[src/rtl/sbc_pkg.sv]
// shared types and constants for the swept box collision block
// no dependencies
`timescale 1ns / 1ps
`default_nettype none

package sbc_pkg;

	localparam int COORD_BITS     = 20;
	localparam int SIZE_BITS      = COORD_BITS - 1;
	localparam int TIME_FRAC_BITS = 16;
	localparam int TIME_OUT_BITS  = TIME_FRAC_BITS + 1;

	// distances need two more bits than a coordinate, relative speed one more
	localparam int DIST_BITS = COORD_BITS + 2;
	localparam int VEL_BITS  = COORD_BITS + 1;
	localparam int DMAG_BITS = DIST_BITS;
	localparam int VMAG_BITS = VEL_BITS - 1 + 1;

	// quotient magnitude held until saturation: 2.0 needs TIME_FRAC_BITS+2 bits
	localparam int QSAT_BITS = TIME_FRAC_BITS + 2;
	// signed time with room for the infinity codes at +-4.0
	localparam int TIME_BITS = TIME_FRAC_BITS + 4;
	localparam int QBITS     = QSAT_BITS;

	localparam logic signed [TIME_BITS-1:0] TIME_ONE =
		TIME_BITS'(64'sd1 << TIME_FRAC_BITS);
	localparam logic signed [TIME_BITS-1:0] TIME_SAT =
		TIME_BITS'(64'sd2 << TIME_FRAC_BITS);
	localparam logic signed [TIME_BITS-1:0] TIME_POS_INF =
		TIME_BITS'(64'sd4 << TIME_FRAC_BITS);
	localparam logic signed [TIME_BITS-1:0] TIME_NEG_INF =
		TIME_BITS'(-(64'sd4 << TIME_FRAC_BITS));

	// contact side codes
	typedef enum logic [2:0] {
		SIDE_NONE   = 3'd0,
		SIDE_LEFT   = 3'd1,
		SIDE_RIGHT  = 3'd2,
		SIDE_TOP    = 3'd3,
		SIDE_BOTTOM = 3'd4
	} side_t;

	// one restoring division in flight: dividend shifted in bit by bit
	typedef struct packed {
		logic                  active; // divisor non-zero
		logic                  neg;    // quotient negative
		logic [DMAG_BITS-1:0]  num;    // |distance|, bits consumed msb first
		logic [VMAG_BITS-1:0]  den;    // |relative speed|
		logic [VMAG_BITS:0]    rem;    // partial remainder
		logic [QBITS-1:0]      quo;    // quotient bits, shifted in at the lsb
		logic                  ovf;    // quotient beyond saturation
	} div_lane_t;

	// per-item context carried beside the divider lanes
	typedef struct packed {
		logic                        bp_hit;
		logic                        dxe_pos;
		logic                        dye_pos;
	} item_ctx_t;

endpackage

`default_nettype wire

[src/rtl/sbc_div_cell.sv]
// one cell of the divider chain: one quotient bit for each of four lanes
// depends on sbc_pkg
`timescale 1ns / 1ps
`default_nettype none

module sbc_div_cell (
	input  wire logic                clk,
	input  wire logic                arst_n,
	input  wire logic                adv,
	input  wire logic                in_vld,
	input  wire sbc_pkg::div_lane_t  in_lane [4],
	input  wire sbc_pkg::item_ctx_t  in_ctx,
	output logic                     out_vld,
	output sbc_pkg::div_lane_t       out_lane [4],
	output sbc_pkg::item_ctx_t       out_ctx
);
	import sbc_pkg::*;

	div_lane_t nxt [4];
	logic [VMAG_BITS:0] trial;
	logic [VMAG_BITS+1:0] diff;

	// restoring step on each lane
	always_comb begin
		for (int i = 0; i < 4; i++) begin
			nxt[i] = in_lane[i];
			trial  = {in_lane[i].rem[VMAG_BITS-1:0], in_lane[i].num[DMAG_BITS-1]};
			diff   = {1'b0, trial} - {2'b00, in_lane[i].den};
			nxt[i].num = {in_lane[i].num[DMAG_BITS-2:0], 1'b0};
			if (!diff[VMAG_BITS+1]) begin
				nxt[i].rem = diff[VMAG_BITS:0];
			end else begin
				nxt[i].rem = trial;
			end
			nxt[i].ovf = in_lane[i].ovf | in_lane[i].quo[QBITS-1];
			nxt[i].quo = {in_lane[i].quo[QBITS-2:0], ~diff[VMAG_BITS+1]};
		end
	end

	// stage registers
	always_ff @(posedge clk or negedge arst_n) begin
		if (!arst_n) begin
			out_vld <= 1'b0;
		end else if (adv) begin
			out_vld <= in_vld;
		end
	end

	always_ff @(posedge clk) begin
		if (adv) begin
			out_lane <= nxt;
			out_ctx  <= in_ctx;
		end
	end

endmodule

`default_nettype wire

[config.mk]
export PLATFORM = sky130hd
export DESIGN_NAME = sbc_div_cell
export DESIGN_NICKNAME = d
export VERILOG_FILES = /design/src/rtl/sbc_pkg.sv /design/src/rtl/sbc_div_cell.sv
export SDC_FILE = /design/constraint.sdc
export NUM_CORES = 1
export LEC_CHECK = 0
export ABC_AREA = 0
export BUFFER_PORTS_ARGS = -buffer_cell sky130_fd_sc_hd__buf_2
export CORE_AREA = 4 4 270 272
export DETAILED_ROUTE_END_ITERATION = 12
export DIE_AREA = 0 0 274 276
export GPL_TIMING_DRIVEN = 0
export HOLD_SLACK_MARGIN = 0.02
export MAX_ROUTING_LAYER = met4
export PLACE_DENSITY = 0.47
export SLEW_MARGIN = 15
export SYNTH_ARGS = -nofsm -noshare
export SYNTH_HDL_FRONTEND = slang
export SYNTH_SLANG_ARGS = --single-unit
[constraint.sdc]
create_clock -name clk -period 0.9 [get_ports clk]
set_input_delay 0.18 -clock clk [delete_from_list [all_inputs] [get_ports clk]]
set_output_delay 0.18 -clock clk [all_outputs]
set_load 0.005 [all_outputs]
# Word-level counts from Yosys, hierarchy flattened
# Cells that the tools add are included.
dict set report word_totals {
  register_bits 344
  inputBits 351
  out_inout_bits 348
}
dict set report op_classes {
  addsub 4
  n_mux 4
  n_bitwise 8
}
# operator count
set op_table {}
lappend op_table {{$sub A22 B21 Y23} 4}
lappend op_table {{$mux W22} 4}
lappend op_table {{$not A1 Y1} 4}
lappend op_table {{$or A1 B1 Y1} 4}

# Longest topological paths before layout
# Gate-level depths: netlist of run 1.
dict set report logic_depth {
  word_depth 2
  depth_mapped 15
  ltp_nobuf 14
}

# Worst setup path after synthesis of run 1
# No wires, ideal clock.
dict set report synth_timing {
  path_type {input to register}
  start {input port in_lane[341] in the netlist's numbering}
  end {register out_lane[280] in the netlist's numbering (data pin)}
  arrival_ns 2.608
  setup_slack_ns -1.968
  cell_stages 15
  path_cell_list {inv_1 > ha_1 > inv_1 > fa_1 > a21o_1 > a21oi_2 > o21bai_1 > a21oi_2 > o211ai_1 > o2bb2ai_1 > or2_1 > a21oi_4 > inv_2 > buf_4 > mux2_2}
}
# element line
set synth_rtl {}
lappend synth_rtl {{start: declaration} sbc_div_cell.sv:11} ;# input wire sbc_pkg::div_lane_t in_lane [4],
lappend synth_rtl {{end signal: assignment} sbc_div_cell.sv:51} ;# out_lane <= nxt;
lappend synth_rtl {{end: declaration} sbc_div_cell.sv:14} ;# output sbc_pkg::div_lane_t out_lane [4],

==> run summary, run 1 <==
Reg2Reg Launch Point: out_vld
IO Count: 699
hold_sp: adv
clock slew at reported path FFs: 0.06 ns
Slew HR: 58.82%
YS warnings: 0
post-synth cell types: 64
Die Y: 276 um
required time worst endpoint: 1.21 ns
die area: 0.07562 mm^2
prevailing post-synth register cell: edfxtp_1
VDD IR-drop max: 1.175 mV
vias in the first global route: 14570
Routed WL: 62660 um
CP Data Arrival Time: 2.84 ns
worst path bufs/invs: 5
H-tree levels: 2
multi-input logic area: 0.005540 mm^2
Area after DPL: 0.02069 mm^2
final worst-path setup slack: -1.628 ns
Yosys top cell area share: 65.99%
Worst Tran Pin Value: 0.6177 ns
Final min period: 2.528 ns
floorplan core area: 0.07075 mm^2
area grow syn2layout: 74.80%
clk_lat worst skew: 0.57 ns
EDFF count, synth: 343
First-pass DRT Iterations: 5
Yosys reg bits: 344
fraction of layout cells with a size suffix above 1: 44.29%
most common cell after layout, fill and taps aside: buf_2
DR WL/cell: 19.14 um
Seq/Total Area, Yosys: 66.15%
worst hold-check path type: in2reg
leading cell types in the layout, fill and taps excluded: 669 x buf_2, 348 x dlygate4sd3_1, 343 x edfxtp_1
Chip Width: 274 um
highest-delay cell along the critical path: fa_2
Most Crowded Layer GR: met2
initial antenna violation count: 12
met1 Use GR: 19.00%
cells after synthesis: 1129
CTS Root Cell: clkbuf_16
Via density: 4.177
Setup CP Type: in2reg
GR Util met2: 28.26%
Post-Synthesis Mean Instance Area: 13.83 um^2
GPL Wtd Cong: 0.8277
status: complete, but fails checks
met3 usage: 3.480%
Hold Vio Cnt, Final: 0
crit path launch: in_lane[255]
post-route ant nets: 0
pwr/cell area: 1754 mW/mm^2
total leakage power: 0.01177 uW
TritonCTS clock tree: built
port buffer count: 690
sum of negative setup slack: -254.75 ns
failing checks: negative setup slack
CTS Buf Count: 44
dominant cells by area after synthesis: edfxtp_1 66%, ha_1 6.7%, inv_1 2.8%, a21oi_1 2.7%, mux2_2 2.6%
Initial Util: 22.06%
area of the mapped netlist: 0.01561 mm^2
final setup violation count: 436
unrepaired setup endpoints after global routing: yes
worst-path fanout max: 8
first-pass GRT wire length: 91470 um
Max clock buf depth: 3
max-slew violations: 0
final worst path period share: 280.9%
Final HPWL DP: 45290 um
clock sink count: 344
GR Overflow Total: 0
crit-path most repeated cell: buf_12
total track usage: 16.24%
CP cell instances: buf_12 > inv_12 > ha_4 > inv_2 > fa_2 > a21o_1 > a21oi_4 > nor4_4 > o21bai_2 > nor3b_4 > o21ai_4 > a21bo_4 > buf_12 > buf_12 > nor2_4 > a21oi_4
kind of cell adding the most delay to the critical path: compound AO/OA/AOI/OAI gates
post-synth top area cell: edfxtp_1
Storage cell area: 0.01032 mm^2
site row count: 98
Net count, final: 2720
max incr delay on CP: 0.38 ns
maxcap violations: 0
Worst setup EP type: register
largest net degree at the start of global routing: 102
f_max: 395.5 MHz
DR vias: 13680
drc violations: 0
Final Skew: 0 ns
DRT iter0 DRCs: 559
Worst Setup Start Kind: input port
asr flop ratio synth: 0.2907%
# fillers: 6846
cell area after layout: 0.02728 mm^2
report_power, final:
group,switching [uW],internal (uW)
Combinational,5210,5580
Sequential,442,19600
Clock,7220,9850
metal layers:
metal | vias up | wire length (um) | share of wire (%)
li1 | 6508 | - | -
met1 | 6684 | 25120 | 40
met3 | 68 | 4162 | 6.6
met4 | 0 | 1321 | 2.1
met5 | - | 0 | 0
met2 | 417 | 32060 | 51
layout make-up:
cell class                 count  area share, %
inverter                     118          1.844
multi-input combinational    647          20.31
sequential                   344          37.84
buffer                        22          1.069
antenna                       12         0.1101
tap                          950          4.357
clock buffer                  49          4.104
timing repair buffer        1104          29.45
clock inverter                28         0.9218
cells in the mapped netlist, drive strengths merged (2+ instances only):
cell type    n
edfxtp     343
nor3         4
xnor2       43
or2          6
nor2        67
a21oi       89
nor3b        2
o211ai       6
a21o        29
o21a         9
nand2       49
or3          4
o211a        2
a311oi       2
inv        118
nand2b      11
nor4         2
a41oi        2
and3         6
o31a         2
o2bb2ai      2
a31oi        8
nand3       11
nand4       11
o41ai        2
clkbuf       6
a21boi       3
mux2i        3
a211oi      12
fa           4
o31ai       10
o21ai       55
ha          84
buf         17
mux2        36
o21bai      14
a211o        4
xor2        26
nor2b       12
sequential cells by signal (all words and copies together), names as in the netlist:
register and flops:
out_lane 340, out_ctx 3, out_vld 1
repair_timing:
action	CTS	global route
hold endpoints to repair	383	45
setup endpoints to repair	534	436
buffers inserted	37	16
gates resized for setup	168	81
gates cloned	13	1
pin swaps	35	24
hold buffers	345	3
metrics by stage:
step                      setup slack, ns  instances  total power [uW]  utilization (%)  hold WS [ns]
final                              -1.628       3274             47860            38.56      0.002378
after detailed placement           -2.806       2775             28350            29.25      -0.04000
after global placement             -5.905       2772             28420            29.12      -0.04278
after CTS                          -1.542       3247             48320            37.92       -0.2177
after global routing               -1.684       3273             50370            38.56      -0.01724
after floorplan                    -1.860       1132             24050                -       -0.1156
final timing paths:
check	depth (start not counted)	endpoint	slack [ns]
worst min register to register	1	out_vld	0.54
max in group asynchronous	3	out_vld	0.35
worst max register to register	1	out_vld	0.13
worst min-delay path	1	out_lane[114]	0.002
min in group asynchronous	3	out_vld	0.45
worst max-delay path	16	out_lane[202]	-1.63
cells by family (layout without fill, tap and decap cells):
| family | Yosys count | in the layout | share of synthesized area (%) |
|---|---|---|---|
| and+or+nand+nor | 188 | 188 | 5.595 |
| other | 1 | 16 | 0.02403 |
| buffers and inverters | 141 | 1321 | 3.647 |
| DFF | 344 | 344 | 66.15 |
| xor gates and xnor gates | 69 | 69 | 3.872 |
| adders and majority gates | 88 | 88 | 7.247 |
| AOI/OAI and AO/OA | 259 | 259 | 10.68 |
| muxes | 39 | 39 | 2.790 |
Power figures use the tool's default switching activity.
==> inputs of run 2 (changes only) <==
CTS_BUF_LIST = sky130_fd_sc_hd__clkbuf_4 sky130_fd_sc_hd__clkbuf_8 sky130_fd_sc_hd__clkbuf_16   (was unset)
==> run summary, run 2 (synthesized netlist as in run 1, its figures left out) <==
Most Crowded Layer GR: met2
DR vias: 13700 (+0.15%)
clock sink count: 344 (unchanged)
CTS Root Cell: clkbuf_16
Area after DPL: 0.02069 mm^2 (unchanged)
GPL Wtd Cong: 0.8277 (unchanged)
DRT iter0 DRCs: 603 (+7.9%)
GR Overflow Total: 0 (unchanged)
largest net degree at the start of global routing: 102 (unchanged)
Via density: 4.185 (+0.18%)
maxcap violations: 0 (unchanged)
TritonCTS clock tree: built
Reg2Reg Depth: 1 (unchanged)
First-pass DRT Iterations: 5 (unchanged)
non-filler cells in the finished layout: 3273 (-0.031%)
Routed WL: 62730 um (+0.11%)
floorplan core area: 0.07075 mm^2 (unchanged)
fraction of layout cells with a size suffix above 1: 44.51% (+0.22 points)
RR Endpoint: out_vld
failing checks: negative setup slack
multi-input logic area: 0.005540 mm^2 (unchanged)
hold_sp: adv
area grow syn2layout: 74.90% (about the same)
R2R setup slack: 0.13 ns (about the same)
Die Y: 276 um (unchanged)
H-tree levels: 2 (unchanged)
Worst Setup Start Kind: input port
most common cell after layout, fill and taps aside: buf_2
total track usage: 16.25% (about the same)
GR Util met2: 28.29% (+0.032 points)
DR WL/cell: 19.16 um (+0.14%)
die area: 0.07562 mm^2 (unchanged)
DP Worst Slack: -2.806 ns (unchanged)
Worst Tran Pin Value: 0.5971 ns (-0.02058 ns)
vias in the first global route: 14570 (+0.027%)
IO Count: 699 (unchanged)
Setup CP Type: in2reg
VDD IR-drop max: 1.178 mV (+0.28%)
post-route ant nets: 0 (unchanged)
final worst-path setup slack: -1.635 ns (-0.006290 ns)
clock slew at reported path FFs: 0.06 ns (about the same)
Initial Util: 22.06% (unchanged)
Worst Hold End: out_lane[136]
worst hold-check path type: in2reg
Hold Path Depth: 1 (unchanged)
Worst setup EP type: register
f_max: 394.5 MHz (-0.25%)
leading cell types in the layout, fill and taps excluded: 669 x buf_2, 348 x dlygate4sd3_1, 343 x edfxtp_1
Storage cell area: 0.01032 mm^2 (unchanged)
final setup violation count: 436 (unchanged)
max reg flops: 340 (unchanged)
Final Power: 48020 uW (+0.33%)
required time worst endpoint: 1.21 ns (about the same)
Net count, final: 2720 (unchanged)
clk_lat worst skew: 0.57 ns (about the same)
worst-path fanout max: 8 (unchanged)
initial antenna violation count: 11 (-1)
Largest regs: out_lane: 340 flops, out_ctx: 3 flops, out_vld: 1 flops
first-pass GRT wire length: 91510 um (about the same)
met1 Use GR: 19.00% (unchanged)
CTS Buf Count: 44 (unchanged)
unrepaired setup endpoints after global routing: yes
Chip Width: 274 um (unchanged)
site row count: 98 (unchanged)
sum of negative setup slack: -254.70 ns (+0.04600 ns)
Hold Vio Cnt, Final: 0 (unchanged)
CP Data Arrival Time: 2.84 ns (about the same)
Final HPWL DP: 45290 um (unchanged)
pwr/cell area: 1759 mW/mm^2 (+0.27%)
Reg2Reg Launch Point: out_vld
port buffer count: 690 (unchanged)
Final Skew: 0 ns (unchanged)
final worst path period share: 281.6% (+0.70 points)
Max clock buf depth: 3 (unchanged)
Slew HR: 60.19% (+1.4 points)
Final min period: 2.535 ns (+0.006290 ns)
max-slew violations: 0 (unchanged)
total leakage power: 0.01178 uW (+0.15%)
drc violations: 0 (unchanged)
status: complete, but fails checks
met3 usage: 3.489% (+0.0087 points)
register bank with the most flops: out_lane
# fillers: 6849 (+0.044%)
cell area after layout: 0.02730 mm^2 (about the same)
# placed instances: 2775 (unchanged)
-- run 2: changes by cell type in the layout (fill, tap and decap cells not counted) --
cell	change
clkbuf_1	-5
clkbuf_4	+5
diode_2	-1
-- run 2: how the worst max path moves through the flow --
stage                 startpoint             to  depth (start not counted)
floorplan           in_lane[341]  out_lane[280]                         15
global placement             adv        out_vld                          2
detailed placement  in_lane[255]  out_lane[202]                         15
CTS                 in_lane[255]  out_lane[202]                         16
global route        in_lane[341]  out_lane[293]                         16
finish              in_lane[255]  out_lane[202]                         16
-- run 2: timing repair --
item / in CTS / in global routing
pin swaps: 35 / 24
hold buffers: 345 / 3
setup endpoints to repair: 534 / 436
setup buffers: 37 / 16
resized for setup: 168 / 81
gates cloned: 13 / 1
endpoints found under the hold margin: 383 / 45
-- run 2: metal layers --
layer	share of wire (%)	wire (um)	vias to the layer above
li1	-	-	6510
met1	40	25270	6694
met2	51	32050	419
met3	6.4	4013	74
met4	2.2	1394	0
met5	0	0	-
-- run 2: where the power goes --
group	internal [uW]	switching, uW
clock	10000	7230
combinational	5580	5210
sequential	19600	443
-- run 2: through the flow --
step,util (%),hold slack [ns]
finish,38.59,0.001294
global route,38.58,-0.01724
CTS,37.94,-0.2177
detailed placement,29.25,-0.04000
global placement,29.12,-0.04278
floorplan,-,-0.1156
-- run 2: layout make-up --
type	instances	area share [%]
clock inverter	28	0.9212
inverter	118	1.842
buffer	22	1.068
tap	950	4.354
sequential	344	37.82
timing repair buffer	1104	29.43
clock buffer	49	4.171
multi-input combinational	647	20.29
antenna	11	0.1008
-- run 2: worst max-delay path: stages --
cell and delay, ns:
buf_12 0.11, inv_12 0.04, ha_4 0.12, inv_2 0.04
fa_2 0.38, a21o_1 0.20, a21oi_4 0.24, nor4_4 0.09
o21bai_2 0.24, nor3b_4 0.31, o21ai_4 0.12, a21bo_4 0.27
buf_12 0.16, buf_12 0.15, nor2_4 0.10, a21oi_4 0.05
