<file path="src/rtl/sbc_pkg.sv">
// shared types and constants for the swept box collision block
// no dependencies
`timescale 1ns / 1ps
`default_nettype none

package sbc_pkg;

	localparam int COORD_BITS     = 20;
	localparam int SIZE_BITS      = COORD_BITS - 1;
	localparam int TIME_FRAC_BITS = 16;
	localparam int TIME_OUT_BITS  = TIME_FRAC_BITS + 1;

	// distances need two more bits than a coordinate, relative speed one more
	localparam int DIST_BITS = COORD_BITS + 2;
	localparam int VEL_BITS  = COORD_BITS + 1;
	localparam int DMAG_BITS = DIST_BITS;
	localparam int VMAG_BITS = VEL_BITS - 1 + 1;

	// quotient magnitude held until saturation: 2.0 needs TIME_FRAC_BITS+2 bits
	localparam int QSAT_BITS = TIME_FRAC_BITS + 2;
	// signed time with room for the infinity codes at +-4.0
	localparam int TIME_BITS = TIME_FRAC_BITS + 4;
	localparam int QBITS     = QSAT_BITS;

	localparam logic signed [TIME_BITS-1:0] TIME_ONE =
		TIME_BITS'(64'sd1 << TIME_FRAC_BITS);
	localparam logic signed [TIME_BITS-1:0] TIME_SAT =
		TIME_BITS'(64'sd2 << TIME_FRAC_BITS);
	localparam logic signed [TIME_BITS-1:0] TIME_POS_INF =
		TIME_BITS'(64'sd4 << TIME_FRAC_BITS);
	localparam logic signed [TIME_BITS-1:0] TIME_NEG_INF =
		TIME_BITS'(-(64'sd4 << TIME_FRAC_BITS));

	// contact side codes
	typedef enum logic [2:0] {
		SIDE_NONE   = 3'd0,
		SIDE_LEFT   = 3'd1,
		SIDE_RIGHT  = 3'd2,
		SIDE_TOP    = 3'd3,
		SIDE_BOTTOM = 3'd4
	} side_t;

	// one restoring division in flight: dividend shifted in bit by bit
	typedef struct packed {
		logic                  active; // divisor non-zero
		logic                  neg;    // quotient negative
		logic [DMAG_BITS-1:0]  num;    // |distance|, bits consumed msb first
		logic [VMAG_BITS-1:0]  den;    // |relative speed|
		logic [VMAG_BITS:0]    rem;    // partial remainder
		logic [QBITS-1:0]      quo;    // quotient bits, shifted in at the lsb
		logic                  ovf;    // quotient beyond saturation
	} div_lane_t;

	// per-item context carried beside the divider lanes
	typedef struct packed {
		logic                        bp_hit;
		logic                        dxe_pos;
		logic                        dye_pos;
	} item_ctx_t;

endpackage

`default_nettype wire

</file>
<file path="src/rtl/sbc_back.sv">
// back stage: fractional quotient bits done, rounding, saturation and decision
// depends on sbc_pkg
`timescale 1ns / 1ps
`default_nettype none

module sbc_back (
	input  wire logic                                   clk,
	input  wire logic                                   adv,
	input  wire sbc_pkg::div_lane_t                     in_lane [4],
	input  wire sbc_pkg::item_ctx_t                     in_ctx,
	output logic                                        hit,
	output logic [sbc_pkg::TIME_OUT_BITS-1:0]           entry_time,
	output logic signed [1:0]                           normal_x,
	output logic signed [1:0]                           normal_y,
	output logic [2:0]                                  contact_side
);
	import sbc_pkg::*;

	logic signed [TIME_BITS-1:0] tv [4];
	logic [QBITS:0] mag;
	logic signed [TIME_BITS-1:0] xen, xex, yen, yex, ten, tex;
	logic h;
	logic [TIME_OUT_BITS-1:0] t;
	logic signed [1:0] nx, ny;
	side_t sd;

	// floor rounding and saturation to +-2.0, infinity codes on zero speed
	always_comb begin
		for (int i = 0; i < 4; i++) begin
			mag = {1'b0, in_lane[i].quo};
			if (!in_lane[i].active) begin
				tv[i] = (i % 2 == 0) ? TIME_NEG_INF : TIME_POS_INF;
			end else if (in_lane[i].ovf) begin
				tv[i] = in_lane[i].neg ? -TIME_SAT : TIME_SAT;
			end else begin
				if (in_lane[i].neg && (in_lane[i].rem != '0)) begin
					mag = mag + 1'b1;
				end
				if (mag > (QBITS + 1)'(TIME_SAT)) begin
					mag = (QBITS + 1)'(TIME_SAT);
				end
				tv[i] = in_lane[i].neg ? -TIME_BITS'(mag) : TIME_BITS'(mag);
			end
		end
	end

	// decision, contact axis and side
	always_comb begin
		xen = tv[0]; xex = tv[1]; yen = tv[2]; yex = tv[3];
		ten = (xen > yen) ? xen : yen;
		tex = (xex < yex) ? xex : yex;
		h  = in_ctx.bp_hit;
		t  = TIME_OUT_BITS'(TIME_ONE);
		nx = 2'sd0;
		ny = 2'sd0;
		sd = SIDE_NONE;
		if (h) begin
			if ((ten > tex) || (xen < 0 && yen < 0) || (xen > TIME_ONE) || (yen > TIME_ONE)) begin
				h = 1'b0;
			end else begin
				t = ten[TIME_OUT_BITS-1:0];
				if (xen > yen) begin
					if (in_ctx.dxe_pos) begin
						nx = -2'sd1; sd = SIDE_RIGHT;
					end else begin
						nx = 2'sd1;  sd = SIDE_LEFT;
					end
				end else begin
					if (in_ctx.dye_pos) begin
						ny = -2'sd1; sd = SIDE_TOP;
					end else begin
						ny = 2'sd1;  sd = SIDE_BOTTOM;
					end
				end
			end
		end
	end

	// output register
	always_ff @(posedge clk) begin
		if (adv) begin
			hit          <= h;
			entry_time   <= t;
			normal_x     <= nx;
			normal_y     <= ny;
			contact_side <= sd;
		end
	end

endmodule

`default_nettype wire

</file>
<file path="config.mk">
export PLATFORM = sky130hd
export DESIGN_NAME = sbc_back
export DESIGN_NICKNAME = d
export VERILOG_FILES = /design/src/rtl/sbc_pkg.sv /design/src/rtl/sbc_back.sv
export SDC_FILE = /design/constraint.sdc
export NUM_CORES = 1
export LEC_CHECK = 0
export BUFFER_PORTS_ARGS = -buffer_cell sky130_fd_sc_hd__buf_2
export CAP_MARGIN = 10
export CORE_AREA = 2 2 144 146
export DETAILED_ROUTE_END_ITERATION = 10
export DIE_AREA = 0 0 146 148
export PLACE_DENSITY = 0.76
export SLEW_MARGIN = 20
export SYNTH_ARGS = -nofsm -noshare
export SYNTH_HDL_FRONTEND = slang
export SYNTH_SLANG_ARGS = --single-unit
</file>
<file path="constraint.sdc">
create_clock -name clk -period 15.54 [get_ports clk]
set_input_delay 3.108 -clock clk [delete_from_list [all_inputs] [get_ports clk]]
set_output_delay 3.108 -clock clk [all_outputs]
set_load 0.01 [all_outputs]
</file>
=== Yosys cells after proc, flatten, opt, wreduce, memory -nomap -nowiden ===
Index checks and enable logic that the tools add are counted.

* Bits of input ports: 349
* Register bits: 25
* Output and inout bits: 25
* Logic and storage cells: 89

* Muxes and demuxes: 48
* Reductions and logical operators: 15
* Bitwise operators: 2
* $add $sub $neg: 8
* Order comparisons: 11

{| class="wikitable"
|+ Operator list
! cell !! number
|-
| $mux 19 || 24
|-
| $mux 20 || 18
|-
| $reduce_bool 22->1 || 4
|-
| $neg 19->20 || 4
|-
| $add 18x1->19 const B || 4
|-
| $gt 19x18->1 const B || 4
|-
| $gt 20x18->1 const B || 2
|-
| $gt 20x20->1 || 2
|-
| $lt 20x1->1 const B || 2
|-
| $lt 20x20->1 || 1
|-
| $mux 2 || 3
|-
| $mux 3 || 2
|-
| $reduce_or 3->1 || 2
|-
| $logic_and 1x1->1 || 5
|-
| $logic_or 1x1->1 || 3
|-
| $not 1->1 || 2
|-
| $reduce_or 2->1 || 1
|-
| $mux 1 || 1
|}

=== Logic depth before layout (Yosys ltp) ===
Gate-level depths: netlist of the first run.

* Word-level depth: 20
* Depth in mapped cells: 44
* Gate-level depth less buffers: 42

=== Worst setup path after synthesis of the first run ===
Ideal clock, no wire load.

* Kind: input-to-reg
* Start: input port in_lane[35] (netlist bit)
* End: register entry_time[16] (netlist bit), data pin
* Library setup time: 267 ps
* Data required time: 15273 ps
* Cell stages on the path: 39
* Setup slack: 4547 ps
* Data arrival time: 10726 ps
* Cells stage by stage: nor4_1 > nand4_1 > o211ai_1 > mux2_2 > a211oi_1 > nand3b_1 > nor4_2 > nand2_1 > nand2_1 > nand2_1 > ha_1 > a31oi_1 > a21bo_2 > o21ai_0 > xor2_1 > and2_1 > inv_1 > ha_1 > [3 not listed] > a41o_1 > a41oi_1 > buf_4 > mux2_2 > ha_1 > a21o_1 > a21o_1 > a21o_1 > a21o_1 > a21oi_1 > o21a_1 > o211ai_1 > a211oi_1 > o2111ai_1 > nor4b_1 > a2bb2oi_2 > buf_2 > o211ai_1

* Word-level cells in the longest chain between the ends: 20

{| class="wikitable"
|+ RTL lines
! what !! RTL line !! RTL
|-
| from (decl) || sbc_back.sv:9 || <nowiki>input wire sbc_pkg::div_lane_t in_lane [4],</nowiki>
|-
| $reduce_bool 22->1 * || sbc_back.sv:36 || <nowiki>if (in_lane[i].neg && (in_lane[i].rem != '0)) begin</nowiki>
|-
| $logic_and 1x1->1 * || sbc_back.sv:36 ||
|-
| $mux 19 * || sbc_back.sv:36 ||
|-
| $mux 19 * || sbc_back.sv:33 || <nowiki>end else if (in_lane[i].ovf) begin</nowiki>
|-
| $mux 19 * || sbc_back.sv:31 || <nowiki>if (!in_lane[i].active) begin</nowiki>
|-
| $gt 19x18->1 || sbc_back.sv:39 || <nowiki>if (mag > (QBITS + 1)'(TIME_SAT)) begin</nowiki>
|-
| $mux 19 * || sbc_back.sv:39 ||
|-
| $mux 19 * || sbc_back.sv:33 ||
|-
| [2 not listed] || - ||
|-
| $mux 20 * || sbc_back.sv:42 || <nowiki>tv[i] = in_lane[i].neg ? -TIME_BITS'(mag) : TIME_BITS'(mag);</nowiki>
|-
| $mux 20 * || sbc_back.sv:33 ||
|-
| $mux 20 * || sbc_back.sv:31 ||
|-
| $lt 20x20->1 || sbc_back.sv:51 || <nowiki>tex = (xex < yex) ? xex : yex;</nowiki>
|-
| $mux 20 * || sbc_back.sv:51 ||
|-
| $gt 20x20->1 * || sbc_back.sv:58 || <nowiki>if ((ten > tex) || (xen < 0 && yen < 0) || (xen > TIME_ONE) || (yen > TIME_ONE)) begin</nowiki>
|-
| $logic_or 1x1->1 * (3 in a row) || sbc_back.sv:58 ||
|-
| $reduce_or 2->1 (no line) * || - ||
|-
| to (signal assigned) || sbc_back.sv:83 || <nowiki>entry_time <= t;</nowiki>
|-
| to (decl) || sbc_back.sv:12 || <nowiki>output logic [sbc_pkg::TIME_OUT_BITS-1:0] entry_time,</nowiki>
|}

Mark *: on every way between the ends. The rest lies on a longest branch, timed or not. The select of a mux whose other input is x is not followed.
A chain may end at the register's enable or synchronous reset.

=== Worst setup path in the final report of the first run ===
* Start: input port in_lane[170] (netlist bit)
* End: register entry_time[2] (netlist bit), data pin

* Word-level cells in the longest chain between the ends: 19
* Elaborated cells on any way between the ends: 23
* Those cells by class: add/sub (1); order compare (5); mux (11); reduce/logical (6)

{| class="wikitable"
|+ RTL lines
! what !! RTL line !! RTL
|-
| $logic_and 1x1->1 || sbc_back.sv:36 ||
|-
| $mux 19 || sbc_back.sv:36 ||
|-
| $mux 19 || sbc_back.sv:33 ||
|-
| $mux 19 || sbc_back.sv:31 ||
|-
| $gt 19x18->1 || sbc_back.sv:39 ||
|-
| $mux 19 || sbc_back.sv:39 ||
|-
| $mux 19 || sbc_back.sv:33 ||
|-
| $mux 19 || sbc_back.sv:31 ||
|-
| [2 not listed] || - ||
|-
| $mux 20 * || sbc_back.sv:33 ||
|-
| $mux 20 * || sbc_back.sv:31 ||
|-
| $gt 20x20->1 || sbc_back.sv:50 || <nowiki>ten = (xen > yen) ? xen : yen;</nowiki>
|-
| $mux 20 * || sbc_back.sv:50 ||
|-
| via ten[5] || sbc_back.sv:21 || <nowiki>logic signed [TIME_BITS-1:0] xen, xex, yen, yex, ten, tex;</nowiki>
|-
| $gt 20x20->1 * || sbc_back.sv:58 ||
|-
| $logic_or 1x1->1 * (3 in a row) || sbc_back.sv:58 ||
|-
| $reduce_or 2->1 (no line) * || - ||
|}

Mark *: on every way through the listed nets, which the timed path passes. The rest lies on a longest branch. The select of a mux whose other input is x is not followed.

==> metrics.cfg, run 1 <==
[yosys]
synth_edf_count = 25
synthTopCellsByArea = ha_1 (9.1%), edfxtp_1 (8.3%), xnor2_1 (6.8%), nand2_1 (6.4%), xor2_1 (5.4%)
ys_ff_latch = 25
yosysUniqueCellTypes = 89
ys.flop_type = edfxtp_1
synth_area_per_cell_um2 = 6.908
synth_area_um2 = 9097
ys_seq_area_share_pct = 8.252
syn_inst = 1317
ys_warn_count = 0
synth_fp_nets = 1732
yosysTopAreaCellShare_pct = 9.077
synth_top_cell_by_area = ha_1
synth-async-reset-ratio_pct = 0

[worst_hold_path]
hold_path_class = primary input to register

[power]
internal-power_mw = 0.2206
combPwrFrac_pct = 66.6
irDropWorstVdd_v = 0.00003299
power.leakage_nw = 4.166
swShare_pct = 45.62
powerDensity_nw_per_um2 = 39.57
p_total_mw = 0.4056
power.switching_mw = 0.1850
p_clk_share_pct = 13.3
seqPwrFrac_pct = 20.1

[global_routing]
grt_max_degree = 34
antenna_found_initial = 2
grt_pass1_vias = 9189
grt_pass1_wl_mm = 44.59
grtUsageTotal_pct = 24.15
overflow = 0

[die]
core-area_um2 = 20040
rows = 52
die_y_um = 148
pin_count = 374
start_util_pct = 45.40
die_w_um = 146
die_area_um2 = 21610

[clock_tree]
clk_pin_slew_worst_paths_ps = 50
clockRootBuffer = clkbuf_16
cts_sinks = 25
postCtsSetupBuffers = 0
cts_tree = built
cts_buffers = 3
h-tree-depth = 1
cts_max_path_buffers = 2
cts_hold_buf = 0
cts_resized = 0

[setup_path]
critPathRequiredTime_ps = 15580
end_kind = register
path_class = primary input to register
slowest_stage = a2111oi_0
arrival_ps = 13850
start_kind = primary input
crit_path_max_fanout = 33
critPathMostFrequentCell = nand2_1
slowest_delay_ps = 530

[final_layout]
fin_area_um2 = 10250
fill_cells = 2044
final_util_pct = 51.16
num-nets-final = 1876
drive_above_1_share_pct = 18.49
area_delta_synth_final_pct = 12.68

[sta]
max_freq_mhz = 72.43
finalCriticalPeriod_ps = 13810
slew_headroom_pct = 43.37
fin_crit_sh_pct = 88.84
setup_tns_ps = 0
rsz0062_at_grt = false
worst_pin_slew_ps = 849.5
hold_slack_ps = 3207
setup_viol_count_final = 0
hold_viol = 0
drv_slew = 0

[placement]
portBuffers = 201
place_hpwl_mm = 22.56
place.gp.congestion = 0.9775
place_area_um2 = 10170

[detailed_routing]
via_count = 10390
drtIter0Drc = 930
antenna_left = 0
drt_wl_total_mm = 27.46
dr.pass1.iters = 5
via_per_inst = 6.005
wl_per_cell_um = 15.86
drc = 0

[run]
cap_violations = 0

[status]
status = complete, no violations

cell usage after synthesis (10+ instances only):
cell type	n
nand2_1	155
nor2_1	118
o21ai_0	77
xnor2_1	71
a21oi_1	68
ha_1	66
xor2_1	56
nand3_1	52
inv_1	48
nor3_1	42
nand4_1	38
clkbuf_1	33
nor4_1	33
mux2i_1	29
edfxtp_1	25
a21o_1	23
and2_1	23
and3_1	23
mux2_2	21
o2111ai_1	18
o211ai_1	18
buf_2	16
o31ai_1	16
or3_1	16
or2_2	15
o21a_1	14
o21ai_1	14
a31oi_1	12
a211oi_1	11
a21boi_0	11
nand2b_1	10
nor2b_1	10
final cells by class:
class                      instances  area (um2)  share of cell area, %
clock buffer                       4       78.83                 0.7689
multi-input combinational       1177        7865                  76.72
sequential                        25       750.7                  7.323
inverter                          50       187.7                  1.831
tap                              270       337.8                  3.295
timing repair buffer             204        1028                  10.03
antenna                            1       2.502                0.02441
flip-flops by register name, indices dropped and copies added (netlist names):
register	count
entry_time	17
hit	1
normal_x	2
normal_y	2
contact_side	3
cells in the final DEF (no fill, tap or decap), types with 11 or more instances in the layout:
| cell | count |
|---|---|
| nand3_1 | 52 |
| o31ai_1 | 16 |
| buf_2 | 201 |
| o21ai_0 | 77 |
| and2_1 | 23 |
| o21ai_1 | 14 |
| o21a_1 | 14 |
| nor2_1 | 118 |
| a211oi_1 | 11 |
| mux2i_1 | 29 |
| nor4_1 | 33 |
| nand2_1 | 155 |
| or3_1 | 16 |
| o211ai_1 | 18 |
| a21oi_1 | 68 |
| or2_2 | 15 |
| mux2_2 | 21 |
| ha_1 | 66 |
| a21o_1 | 23 |
| xor2_1 | 56 |
| a21boi_0 | 11 |
| o2111ai_1 | 18 |
| edfxtp_1 | 25 |
| and3_1 | 23 |
| xnor2_1 | 71 |
| a31oi_1 | 12 |
| nor3_1 | 42 |
| inv_1 | 48 |
| nand4_1 | 38 |
worst max-delay path, delay by kind of cell:
family                     cells  cell delay (ps)
buffers and inverters          3              780
xor gates and xnor gates       2              510
AOI/OAI and AO/OA             16             4280
adders and majority gates      3             1020
and+or+nand+nor               15             4130
cell families after synthesis:
family                   count (synthesis)  share of synthesized area [%]
adder cells (fa/ha/maj)                 67                          9.187
flip-flops                              25                          8.252
multiplexers                            51                          6.038
XOR/XNOR                               127                          12.23
AO/OA/AOI/OAI                          353                          26.75
AND/OR/NAND/NOR                        579                          32.17
buffers and inverters                  115                          5.377
per-layer routing:
metal,track usage [%],wire [um],vias to the layer above
li1,-,-,5197
met1,35.69,13130,4717
met2,37.88,11630,450
met3,3.179,2335,28
met4,4.320,340,2
met5,0,13,-
path summary, 6_finish.rpt:
path / from / to / slack (ps) / cells after the start
worst max-delay path: in_lane[170] / entry_time[2] / 1730 / 39
worst min-delay path: in_ctx[0] / contact_side[2] / 3210 / 2
power groups by stage:
stage / Combinational, mW / Clock, mW / Sequential [mW]
floorplan: 0.187 / 0 / 0.0845
CTS: 0.266 / 0.0552 / 0.0815
detailed placement: 0.265 / 0 / 0.0828
global route: 0.300 / 0.0579 / 0.0817
global placement: 0.260 / 0 / 0.0828
finish: 0.270 / 0.0540 / 0.0814
stage by stage:
step,instances,setup slack [ps]
5_1_grt,1731,685.8
6_report,1731,1734
2_1_floorplan,1317,4547
3_5_place_dp,1726,1841
4_1_cts,1730,2034
3_3_place_gp,1726,1999
Power figures use the tool's default switching activity.
==> run 2, diff against run 1 <==
--- a/config.mk
+++ b/config.mk
@@ -8,6 +8,7 @@
 export BUFFER_PORTS_ARGS = -buffer_cell sky130_fd_sc_hd__buf_2
 export CAP_MARGIN = 10
 export CORE_AREA = 2 2 144 146
+export CTS_BUF_LIST = sky130_fd_sc_hd__clkbuf_8 sky130_fd_sc_hd__clkbuf_16
 export DETAILED_ROUTE_END_ITERATION = 10
 export DIE_AREA = 0 0 146 148
 export PLACE_DENSITY = 0.76
==> metrics.cfg, run 2 (same netlist as run 1, synthesis figures left out) <==
[global_routing]
antenna_found_initial = 2  ; unchanged
overflow = 0  ; unchanged
grt_max_degree = 34  ; unchanged
grt_pass1_wl_mm = 44.59  ; unchanged
grtUsageTotal_pct = 24.15  ; unchanged
grt_pass1_vias = 9189  ; unchanged

[final_layout]
biggestRegsByFlops = entry_time: 17 flops, contact_side: 3 flops
largest-register = entry_time
largest_reg_flops = 17  ; unchanged
layout_common_cells = buf_2 (201), nand2_1 (155), nor2_1 (118)
drive_above_1_share_pct = 18.49  ; unchanged
area_delta_synth_final_pct = 12.68  ; unchanged
final_common_cell = buf_2
final_util_pct = 51.16  ; unchanged
layout.cells.non_filler = 1731  ; unchanged
fin_area_um2 = 10250  ; unchanged
num-nets-final = 1876  ; unchanged

[setup_path]
end_kind = register
slowest_delay_ps = 530  ; about the same
start_kind = primary input
path_class = primary input to register
slowest_stage = a2111oi_0
critPathRequiredTime_ps = 15580  ; about the same
crit_path_max_fanout = 33  ; unchanged
critPathMostFrequentCell = nand2_1
arrival_ps = 13840  ; about the same

[power]
powerDensity_nw_per_um2 = 39.55  ; about the same
p_total_mw = 0.4054  ; about the same
irDropWorstVdd_v = 0.00003322  ; +0.71%
power.leakage_nw = 4.170  ; about the same

[sta]
hold_viol = 0  ; unchanged
worst_pin_slew_ps = 850.6  ; +1.138 ps
setup_tns_ps = 0  ; unchanged
slew_headroom_pct = 43.29  ; -0.076 points
fin_crit_sh_pct = 88.81  ; about the same
setup_viol_count_final = 0  ; unchanged
rsz0062_at_grt = false
hold_slack_ps = 3207  ; -0.3900 ps
drv_slew = 0  ; unchanged
fin_ws_ps = 1739  ; +4.800 ps
max_freq_mhz = 72.46  ; about the same
finalCriticalPeriod_ps = 13800  ; -4.800 ps

[detailed_routing]
wl_per_cell_um = 15.87  ; about the same
dr.pass1.iters = 5  ; unchanged
via_per_inst = 6.005  ; unchanged
via_count = 10390  ; unchanged
drc = 0  ; unchanged
drt_wl_total_mm = 27.48  ; about the same
drtIter0Drc = 930  ; unchanged
antenna_left = 0  ; unchanged

[placement]
place_hpwl_mm = 22.56  ; unchanged
dp_cells = 1726  ; unchanged
place_ws_ps = 1841  ; unchanged
portBuffers = 201  ; unchanged
place.gp.congestion = 0.9775  ; unchanged
place_area_um2 = 10170  ; unchanged

[clock_tree]
clockRootBuffer = clkbuf_16
postCtsSetupBuffers = 0  ; unchanged
cts_sinks = 25  ; unchanged
cts_hold_buf = 0  ; unchanged
cts_resized = 0  ; unchanged
h-tree-depth = 1  ; unchanged
clk_pin_slew_worst_paths_ps = 50  ; about the same
cts_tree = built
cts_buffers = 3  ; unchanged
cts_max_path_buffers = 2  ; unchanged

[die]
rows = 52  ; unchanged
core-area_um2 = 20040  ; unchanged
die_w_um = 146  ; unchanged
die_area_um2 = 21610  ; unchanged
pin_count = 374  ; unchanged
die_y_um = 148  ; unchanged
start_util_pct = 45.40  ; unchanged

[worst_hold_path]
hold_depth = 2  ; unchanged
hold_path_class = primary input to register

[run]
cap_violations = 0  ; unchanged

[status]
status = complete, no violations

==> run 2: cell types whose count changed in the layout (fill, tap and decap cells not counted) <==
cell | before | now
inv_1 | 48 | 49
clkbuf_1 | 1 | 0
==> run 2: worst paths after layout <==
kind,from,to,slack (ps)
worst min-delay path,in_ctx[0],contact_side[2],3210
worst max-delay path,in_lane[170],entry_time[2],1740
==> run 2: cell type report <==
class	instances	area, um2
fill	2044	9788
multi-input combinational	1177	7865
clock buffer	3	75.07
clock inverter	1	3.754
tap	270	337.8
inverter	50	187.7
sequential	25	750.7
timing repair buffer	204	1028
antenna	1	2.502
==> run 2: worst max-delay path: cells and delay by family <==
family / cells / cell delay [ps]
compound gates: 16 / 4270
xor+xnor: 2 / 510
fa+ha+maj: 3 / 1020
buf+inv: 3 / 780
simple gates: 15 / 4130
==> run 2: report_power, final <==
part           total, mW  switching, mW  internal [mW]  leakage, nW
clock             0.0537         0.0194         0.0343       0.0423
sequential        0.0814        0.00206         0.0794        0.238
combinational      0.270          0.164          0.106         3.89
total              0.405          0.185          0.220         4.17
==> run 2: metal layers <==
metal	global-route usage, %	vias up	part of all wire, %	wire length [um]
li1	-	5198	-	-
met1	35.69	4718	48	13150
met2	37.88	448	42	11640
met3	3.179	28	8.5	2331
met4	4.320	2	1.2	340
met5	0	-	0.047	13
